## src/hdl/c2u_pkg.sv

```systemverilog
// Shared types, constants and the Windows-1252 upper-control table for the
// CP-1252 to UTF-8 transcoder. No dependencies.
`timescale 1ns / 1ps
`default_nettype none

package c2u_pkg;

	localparam int unsigned ByteW   = 8;
	localparam int unsigned CpW     = 16;
	localparam int unsigned MaxOut  = 3;
	localparam int unsigned IdxW    = 2;

	localparam logic [CpW-1:0]   CpOneByteLim = 16'h0080;
	localparam logic [CpW-1:0]   CpTwoByteLim = 16'h0800;
	localparam logic [ByteW-1:0] LeadTwo      = 8'hC0;
	localparam logic [ByteW-1:0] LeadThree    = 8'hE0;
	localparam logic [ByteW-1:0] ContMark     = 8'h80;
	localparam logic [ByteW-1:0] EndMarker    = 8'h00;

	// Encoded form of one input byte: up to three UTF-8 bytes, index of the last one
	typedef struct packed {
		logic [MaxOut-1:0][ByteW-1:0] bytes;
		logic [IdxW-1:0]              last_idx;
		logic                         eos;
	} enc_t;

	// Code points for bytes 0x80..0x9F; undefined codes map to themselves
	function automatic logic [CpW-1:0] win1252_hi(input logic [4:0] lo);
		logic [CpW-1:0] cp;
		begin
			case (lo)
				5'h00: cp = 16'h20AC;  5'h01: cp = 16'h0081;
				5'h02: cp = 16'h201A;  5'h03: cp = 16'h0192;
				5'h04: cp = 16'h201E;  5'h05: cp = 16'h2026;
				5'h06: cp = 16'h2020;  5'h07: cp = 16'h2021;
				5'h08: cp = 16'h02C6;  5'h09: cp = 16'h2030;
				5'h0A: cp = 16'h0160;  5'h0B: cp = 16'h2039;
				5'h0C: cp = 16'h0152;  5'h0D: cp = 16'h008D;
				5'h0E: cp = 16'h017D;  5'h0F: cp = 16'h008F;
				5'h10: cp = 16'h0090;  5'h11: cp = 16'h2018;
				5'h12: cp = 16'h2019;  5'h13: cp = 16'h201C;
				5'h14: cp = 16'h201D;  5'h15: cp = 16'h2022;
				5'h16: cp = 16'h2013;  5'h17: cp = 16'h2014;
				5'h18: cp = 16'h02DC;  5'h19: cp = 16'h2122;
				5'h1A: cp = 16'h0161;  5'h1B: cp = 16'h203A;
				5'h1C: cp = 16'h0153;  5'h1D: cp = 16'h009D;
				5'h1E: cp = 16'h017E;  default: cp = 16'h0178;
			endcase
			return cp;
		end
	endfunction

endpackage

`default_nettype wire

```

## src/hdl/c2u_encode.sv

```systemverilog
// Maps one CP-1252 byte to its UTF-8 byte sequence (or the end marker).
// Depends on c2u_pkg.
`timescale 1ns / 1ps
`default_nettype none

module c2u_encode
	import c2u_pkg::*;
(
	input  wire logic [ByteW-1:0] in_byte,
	output enc_t                  enc
);

	logic [CpW-1:0] cp;

	always_comb begin
		if (in_byte[7:5] == 3'b100) begin
			cp = win1252_hi(in_byte[4:0]);
		end else begin
			cp = {{(CpW-ByteW){1'b0}}, in_byte};
		end
	end

	always_comb begin
		enc = '0;
		if (in_byte == EndMarker) begin
			enc.bytes[0] = EndMarker;
			enc.last_idx = 2'd0;
			enc.eos      = 1'b1;
		end else if (cp < CpOneByteLim) begin
			enc.bytes[0] = cp[7:0];
			enc.last_idx = 2'd0;
		end else if (cp < CpTwoByteLim) begin
			enc.bytes[0] = LeadTwo | {3'b000, cp[10:6]};
			enc.bytes[1] = ContMark | {2'b00, cp[5:0]};
			enc.last_idx = 2'd1;
		end else begin
			enc.bytes[0] = LeadThree | {4'b0000, cp[15:12]};
			enc.bytes[1] = ContMark | {2'b00, cp[11:6]};
			enc.bytes[2] = ContMark | {2'b00, cp[5:0]};
			enc.last_idx = 2'd2;
		end
	end

endmodule

`default_nettype wire

```

## src/hdl/cp1252_string_to_utf8.sv

```systemverilog
// Top level of the CP-1252 to UTF-8 transcoder for padded string streams.
// Depends on c2u_pkg and c2u_encode.
// An accepted input word is registered in stage 1; its UTF-8 words then pass
// one at a time through the output register. One output word per cycle
// while out_stall allows; an input word yields 1, 2 or 3 output words, set by
// its UTF-8 length; the next input word is taken as its last word leaves.
// Pad words are taken without occupying the output side.
// Reset (arst_n low, asynchronous) empties both stages and arms pad detection.
`timescale 1ns / 1ps
`default_nettype none

module cp1252_string_to_utf8
	import c2u_pkg::*;
(
	input  wire logic             clk,
	input  wire logic             arst_n,
	input  wire logic             in_valid,
	output logic                  in_stall,
	input  wire logic [ByteW-1:0] in_byte,
	output logic                  out_valid,
	input  wire logic             out_stall,
	output logic [ByteW-1:0]      utf8_byte,
	output logic                  last_of_char,
	output logic                  end_of_string
);

	enc_t            enc;
	enc_t            enc_s1;
	logic            s1_valid_s1;
	logic [IdxW-1:0] idx_q;
	logic            awaiting_pad_q;
	logic            out_valid_q;
	logic [ByteW-1:0] utf8_byte_q;
	logic            last_q;
	logic            eos_q;

	logic in_acc;
	logic load_out;
	logic last_pick;

	c2u_encode u_encode (
		.in_byte (in_byte),
		.enc     (enc)
	);

	// The output register takes a word whenever it is empty or being drained
	assign load_out  = s1_valid_s1 && (!out_valid_q || !out_stall);
	// Final word of the held sequence leaves stage 1 this cycle
	assign last_pick = load_out && (idx_q == enc_s1.last_idx);
	// Hold off the source only while stage 1 is occupied and not emptying
	assign in_stall  = s1_valid_s1 && !last_pick;
	assign in_acc    = in_valid && !in_stall;

	// Stage 1: hold the encoded sequence; drop pad words here
	always_ff @(posedge clk or negedge arst_n) begin
		if (!arst_n) begin
			s1_valid_s1    <= 1'b0;
			awaiting_pad_q <= 1'b1;
			idx_q          <= '0;
		end else begin
			// A new sequence refills stage 1 in the cycle the old one leaves
			if (in_acc && !awaiting_pad_q) begin
				s1_valid_s1 <= 1'b1;
			end else if (last_pick) begin
				s1_valid_s1 <= 1'b0;
			end
			if (in_acc) begin
				if (awaiting_pad_q) begin
					awaiting_pad_q <= 1'b0;
				end else if (in_byte == EndMarker) begin
					awaiting_pad_q <= 1'b1;
				end
			end
			// Advance through the sequence one word per output load
			if (last_pick) begin
				idx_q <= '0;
			end else if (load_out) begin
				idx_q <= idx_q + 2'd1;
			end
		end
	end

	always_ff @(posedge clk) begin
		if (in_acc && !awaiting_pad_q) begin
			enc_s1 <= enc;
		end
	end

	// Output register: parts the output handshake from stage 1
	always_ff @(posedge clk or negedge arst_n) begin
		if (!arst_n) begin
			out_valid_q <= 1'b0;
		end else if (load_out) begin
			out_valid_q <= 1'b1;
		end else if (!out_stall) begin
			out_valid_q <= 1'b0;
		end
	end

	always_ff @(posedge clk) begin
		if (load_out) begin
			utf8_byte_q <= enc_s1.bytes[idx_q];
			last_q      <= (idx_q == enc_s1.last_idx);
			eos_q       <= enc_s1.eos;
		end
	end

	assign out_valid     = out_valid_q;
	assign utf8_byte     = utf8_byte_q;
	assign last_of_char  = last_q;
	assign end_of_string = eos_q;

	// Sequence index never runs past the held sequence
	a_idx_in_range: assert property (@(posedge clk) disable iff (!arst_n)
		s1_valid_s1 |-> (idx_q <= enc_s1.last_idx))
		else $error("sequence index beyond last word");

	// Index rests at zero while stage 1 is empty
	a_idx_idle: assert property (@(posedge clk) disable iff (!arst_n)
		!s1_valid_s1 |-> (idx_q == '0))
		else $error("sequence index not cleared");

	// Every non-pad word taken lands in stage 1
	a_load_s1: assert property (@(posedge clk) disable iff (!arst_n)
		(in_acc && !awaiting_pad_q) |=> s1_valid_s1)
		else $error("accepted word lost");

	// End marker is a single zero word closing its character
	a_eos_form: assert property (@(posedge clk) disable iff (!arst_n)
		(out_valid_q && eos_q) |-> (utf8_byte_q == EndMarker && last_q))
		else $error("malformed end marker");

endmodule

`default_nettype wire

```

## config.mk

```make
export PLATFORM = sky130hd
export DESIGN_NAME = cp1252_string_to_utf8
export DESIGN_NICKNAME = d
export VERILOG_FILES = /design/src/hdl/c2u_pkg.sv /design/src/hdl/c2u_encode.sv /design/src/hdl/cp1252_string_to_utf8.sv
export SDC_FILE = /design/constraint.sdc
export NUM_CORES = 1
export LEC_CHECK = 0
export BUFFER_PORTS_ARGS = -buffer_cell sky130_fd_sc_hd__buf_2
export CORE_MARGIN = 2
export CORE_UTILIZATION = 63
export DETAILED_ROUTE_END_ITERATION = 8
export PLACE_DENSITY = 0.84
export SYNTH_ARGS = -nofsm -noshare
export SYNTH_HDL_FRONTEND = slang
export SYNTH_SLANG_ARGS = --single-unit
```

## constraint.sdc

```tcl
create_clock -name clk -period 6.7 [get_ports clk]
set_input_delay 0.67 -clock clk [delete_from_list [all_inputs] [get_ports clk]]
set_output_delay 0.67 -clock clk [all_outputs]
set_load 0.01 [all_outputs]
```

* Word level (Yosys, flattened, before mapping) *
Memory sizes are Yosys's and may differ from the RTL's.
Cells that the tools add are included.

cells by class
  $add $sub $neg = 1
  multiply operators = 0
  div/mod/pow operators = 0
  order comparisons = 3
  eq/ne operators = 3
  shift operators = 0
  muxes and demuxes = 14
  bitwise operators = 0
  reductions and logical operators = 16

operators with widths
  kind                                                                            number
  16-bit 2-to-1 mux                                                               2
  8-bit binary-select mux with 2-bit select                                       1
  16-bit by 12-bit less-than comparator with 1-bit output, second input constant  1
  16-bit by 8-bit less-than comparator with 1-bit output, second input constant   1
  8-bit 2-to-1 mux                                                                2
  10-bit 2-to-1 mux                                                               1
  8-bit zero test                                                                 1
  1-bit 2-to-1 mux                                                                6
  1-bit logical AND                                                               5
  1-bit zero test                                                                 5
  2-bit 2-to-1 mux                                                                2
  2-bit nonzero test                                                              2
  3-bit == test, second input constant                                            1
  2-bit by 3-bit less-than comparator with 1-bit output, second input constant    1
  3-bit OR reduction                                                              1
  2-bit by 1-bit adder with 2-bit output, second input constant                   1
  2-bit == test                                                                   1
  2-bit by 1-bit != test with 1-bit output, second input constant                 1
  2-bit OR reduction                                                              1
  1-bit logical OR                                                                1

word-level totals
  register bits = 42
  latch bits = 0
  bits in writable memories = 0
  memory bits (read-only) = 352
  input port bits = 12
  output and inout bits = 12
  word-level logic and storage cells = 51
  memories = 1

memory list
  memory            depth  bits a word  rd ports  clocked after memory_dff  wr ports  RTL line       text
  (name not given)  32     11           1         0                         0         c2u_pkg.sv:31  case (lo)

* Longest topological paths before layout *
  depth after elaboration = 10
  depth in mapped cells = 10
  mapped depth without buffers = 8

* Hierarchy *
Synthesis repeated with hierarchy kept, for this count alone.

second synthesis, totals
  cells, all modules = 239
  area, all modules = 2,555.0 µm²

by module, submodules not included
  module                 instances  cells an instance  area an instance (µm²)  seq. area each (µm²)
  cp1252_string_to_utf8  1          91                 1,567.8                 1,237.4
  c2u_encode             1          148                987.2                   0.0

* Worst setup path after synthesis *
Ideal clock, no wire load.

  path kind = input-to-reg
  start = input out_stall
  end = register enc_s1[0] (netlist name), enable pin
  setup time = 0.405 ns
  data arrival time = 2.366 ns
  required time = 6.295 ns
  slack = 3.930 ns
  stages on the path = 5
  path buffers = 0
  cell sequence = nand2_1 -> nand2_1 -> o31ai_1 -> inv_1 -> nor2_1

on the way
  word-level cells in the longest chain between the ends = 9

ends and longest elaborated chain
  what                  RTL line                     text
  from (decl)           cp1252_string_to_utf8.sv:21  input wire logic out_stall,
  1-bit zero test       n/a
  1-bit logical OR      cp1252_string_to_utf8.sv:47  assign load_out = s1_valid_s1 && (!out_valid_q || !out_stall);
  1-bit logical AND     cp1252_string_to_utf8.sv:47
  1-bit logical AND     cp1252_string_to_utf8.sv:49  assign last_pick = load_out && (idx_q == enc_s1.last_idx);
  1-bit zero test       cp1252_string_to_utf8.sv:51  assign in_stall = s1_valid_s1 && !last_pick;
  1-bit logical AND     cp1252_string_to_utf8.sv:51
  via in_stall          cp1252_string_to_utf8.sv:18  output logic in_stall,
  1-bit zero test       cp1252_string_to_utf8.sv:52  assign in_acc = in_valid && !in_stall;
  1-bit logical AND     cp1252_string_to_utf8.sv:52
  1-bit logical AND     cp1252_string_to_utf8.sv:84  if (in_acc && !awaiting_pad_q) begin
  to (signal assigned)  cp1252_string_to_utf8.sv:85  enc_s1 <= enc;
  to (decl)             cp1252_string_to_utf8.sv:28  enc_t enc_s1;

The timed path passes the listed nets, and every way through them passes these cells.
A chain may end at the register's enable or synchronous reset.

* Worst setup path in the final report *
  start = input in_byte[0]
  end = register enc_s1[12] (netlist name) (data pin)

on the way
  word-level cells in the longest chain between the ends = 4
  elaborated cells on any way between the ends = 7
  classes of those cells = order compare: 2; mux: 2; reduce/logical: 2; memory: 1

ends and longest elaborated chain
  what                                                                                                                               RTL line                            text
  from (decl)                                                                                                                        cp1252_string_to_utf8.sv:19         input wire logic [ByteW-1:0] in_byte,
  memory read 32 x 11 bit                                                                                                            n/a
  16-bit 2-to-1 mux                                                                                                                  c2u_encode.sv:16                    if (in_byte[7:5] == 3'b100) begin
  16-bit by 12-bit less-than comparator with 1-bit output or 16-bit by 8-bit less-than comparator with 1-bit output (tied branches)  c2u_encode.sv:32, c2u_encode.sv:29
  16-bit 2-to-1 mux or 2-bit OR reduction (tied branches)                                                                            n/a

Parallel ways exist; a longest one is shown, timed or not.

==> results by group <==
CTS
  – TritonCTS clock tree: done
  – Clk sink count: 39
  – Worst-path clk slew: 0.07 ns
  – Worst-Skew Late Latency: ~0.28 ns
  – CTS root buf: clkbuf_8
  – Total CTS buffers: 5
  – CTS resizes: 0
  – H-tree depth reported by CTS: 2
  – Cts hold-fix bufs: 0
  – Clk buf depth: 2
  – Post-CTS Setup Inserts: 0

Layout
  – N_diodes: 0
  – Layout cells sized above 1: 0.183
  – Number of fill cells: roughly 280
  – Final Instance Area: around 2600 sq um
  – Area Growth Syn to Fin: 7.98%
  – Final net count: between 200 and 300

Timing
  – Clock skew: approximately 0.0047 ns
  – FMAX: roughly 0.32 GHz
  – Slew Limit Headroom: 0.279
  – Setup TNS: 0 ns
  – Fin crit period: 3.10 ns
  – Worst-Margin Slew: ~1.1 ns
  – Final Cycle Share: 0.463
  – Slew Viols, Final: 0
  – RSZ-0062 raised after global routing: no
  – Hold Fails Final Rpt: 0
  – Final setup fails: 0

Critical path
  – Worst EP required: a little under 7 ns
  – Delay of the slowest critical-path stage: 0.82 ns
  – Top Family by Delay on Critical Path: compound AO/OA/AOI/OAI gates
  – Crit path max fanout: 16
  – CP startpoint kind: input port
  – Critical Path End Type: register
  – Crit Path Category: in -> reg
  – Crit path DAT: approximately 3.1 ns
  – CP most frequent cell: a21oi_1
  – CP cell instances: buf_2 -> inv_1 -> ha_1 -> nor3_1 -> a21oi_1 -> o21ai_1 -> clkinv_1 -> a31oi_1 -> a21oi_1
  – Slowest CP cell: o21ai_1
  – Buf+Inv Stages, Crit Path: 3

Synthesis
  – Synth warnings: 0
  – Cell Area, Synth: ~2400 sq um
  – Ys flop type: edfxtp_1
  – Net Count, Synth: 258
  – Async set or reset register ratio after synthesis: 0.128
  – Synth cell types: 63
  – Avg Inst Size Synth: 10.1 sq um
  – Register area share after synthesis: 0.475
  – Cells after synthesis: roughly 240
  – Number of synthesized flops with an enable pin: 34
  – Number of synthesized register bits: 39

Detailed routing
  – Drt wl/cell: 16.3 um
  – DR iter-0 viols: ~190
  – Antenna-violating nets left: 0
  – TritonRoute pass-1 iters: 5
  – DRC viols: 0
  – DRT Wirelength: between 4 and 5 mm
  – Vias: ~1900
  – Post-DR vias/cell: roughly 6.3

GRT
  – Vias in the first global route: between 1500 and 2000
  – Gr ovfl total: 0
  – Largest net degree at the start of global routing: 33
  – Total GRT Usage: 0.253
  – First-pass GRT wire length: slightly above 8 mm
  – Initial antenna violation count: 0

Worst hold path
  – Hold Crit Class: in -> async

Job
  – Max-cap viol count: 0

Placed design
  – HPWL after DPL: about 3.6 mm
  – Post-DP Area: about 2500 sq um
  – Routability congestion estimate: between 0.9 and 1
  – # port buffers: 23

Die
  – IO Count: 24
  – Initial core utilization: 0.659
  – Rows: 22
  – Core Region: 3660 sq um
  – Die Ht: around 66 um
  – Die ar.: about 4300 sq um
  – Die extent in x: between 60 and 70 um

Power and ir drop
  – Worst vdd rail ir drop: 0.112 mV
  – Power Dens Cells: 288 nW/um^2
  – Leakage power: ~1.0 nW

Outcome
  – Outcome: finished clean
[cell type report]
type | instances | area (sq um) | area share
inverters | 11 | 41.3 | 0.0158
multi-input cells | 175 | 1150 | 0.443
well taps | 48 | 60.1 | 0.0230
clock buffers | 7 | 76.3 | 0.0293
repair buffers | 24 | 123 | 0.0470
flip-flops and latches | 39 | 1150 | 0.440
clock inverters | 1 | 5.00 | 0.00192
[cell usage in the layout (no fill, tap or decap), types with 5 or more instances in the layout]
cell | Yosys | final
nor3_1 | 9 | 9
mux2i_1 | 8 | 8
a31oi_1 | 5 | 5
nor2_1 | 21 | 20
edfxtp_1 | 34 | 34
buf_2 | 2 | 23
ha_1 | 7 | 7
o21ai_0 | 16 | 16
inv_1 | 9 | 9
nand3_1 | 6 | 6
a21oi_1 | 11 | 11
nand2_1 | 24 | 24
clkbuf_8 | 0 | 5
[worst paths after layout]
path	from	end	slack (ns)	cells after the start
min in group clk	enc_s1[0]$_DFFE_PP_	end_of_string$_DFFE_PP_	0.42	0
worst min-delay path	arst_n	idx_q[0]$_DFFE_PN0P_	0.19	1
worst max register to register	idx_q[0]$_DFFE_PN0P_	enc_s1[19]$_SDFFCE_PP0P_	4.11	4
worst max-delay path	in_byte[0]	enc_s1[12]$_SDFFCE_PP0P_	3.60	9
max in group asynchronous	arst_n	awaiting_pad_q$_DFFE_PN1P_	6.31	1
worst min register to register	enc_s1[0]$_DFFE_PP_	end_of_string$_DFFE_PP_	0.42	0
[kinds of logic (layout without fill, tap and decap cells)]
logic type / Yosys count / in the layout / synth area share
and+or+nand+nor: 87 / 87 / 0.186
buffers and inverters: 25 / 43 / 0.0477
xor gates and xnor gates: 3 / 3 / 0.0109
adders and majority gates: 7 / 7 / 0.0363
muxes: 12 / 12 / 0.0581
DFF: 39 / 39 / 0.475
AOI/OAI and AO/OA: 66 / 66 / 0.186
[layer usage]
layer / up-vias / part of all wire / GRT usage
met5: - / 0 / 0
met4: 0 / 0.024 / 0.107
met3: 12 / 0.061 / 0.0477
met2: 93 / 0.51 / 0.448
met1: 883 / 0.40 / 0.299
li1: 929 / - / -
[Yosys cell counts, types with 3 or more instances]
cell type | n | share of area
nand3_1 | 6 | 0.012
inv_1 | 9 | 0.014
o21ai_1 | 3 | 0.0062
a211oi_1 | 3 | 0.0093
clkbuf_1 | 7 | 0.011
o22ai_1 | 4 | 0.010
edfxtp_1 | 34 | 0.42
a31oi_1 | 5 | 0.013
a21oi_1 | 11 | 0.023
or3b_1 | 3 | 0.011
nand2b_1 | 3 | 0.0078
o21ai_0 | 16 | 0.033
dfrtp_1 | 4 | 0.041
nor2_1 | 21 | 0.033
nand2_1 | 24 | 0.037
o21a_1 | 4 | 0.012
buf_4 | 3 | 0.0093
xor2_1 | 3 | 0.011
o211ai_1 | 3 | 0.0093
ha_1 | 7 | 0.036
nor3_1 | 9 | 0.019
mux2i_1 | 8 | 0.033
[registers in the layout, summed over array words and instances (netlist names)]
name	count
end_of_string	1
last_of_char	1
utf8_byte	8
out_valid	1
awaiting_pad_q	1
enc_s1	24
s1_valid_s1	1
idx_q	2
[power by group]
group	switching (W)	internal [W]	total (W)
logic	0.000131	0.0000856	0.000216
clock network	0.0000728	0.0000729	0.000146
registers	0.0000380	0.000352	0.000390
[per-stage QoR]
step,hold slack (ns),power [W],setup WS (ns),cells,util
2_1_floorplan,0.374,0.000543,3.93,239,-
3_3_place_gp,0.407,0.000601,3.53,297,0.690
3_5_place_dp,0.405,0.000611,3.37,297,0.690
4_1_cts,0.182,0.000756,3.68,305,0.712
5_1_grt,0.182,0.000795,3.42,305,0.712
6_report,0.188,0.000752,3.60,305,0.712
(Power assumes the default switching activity.)
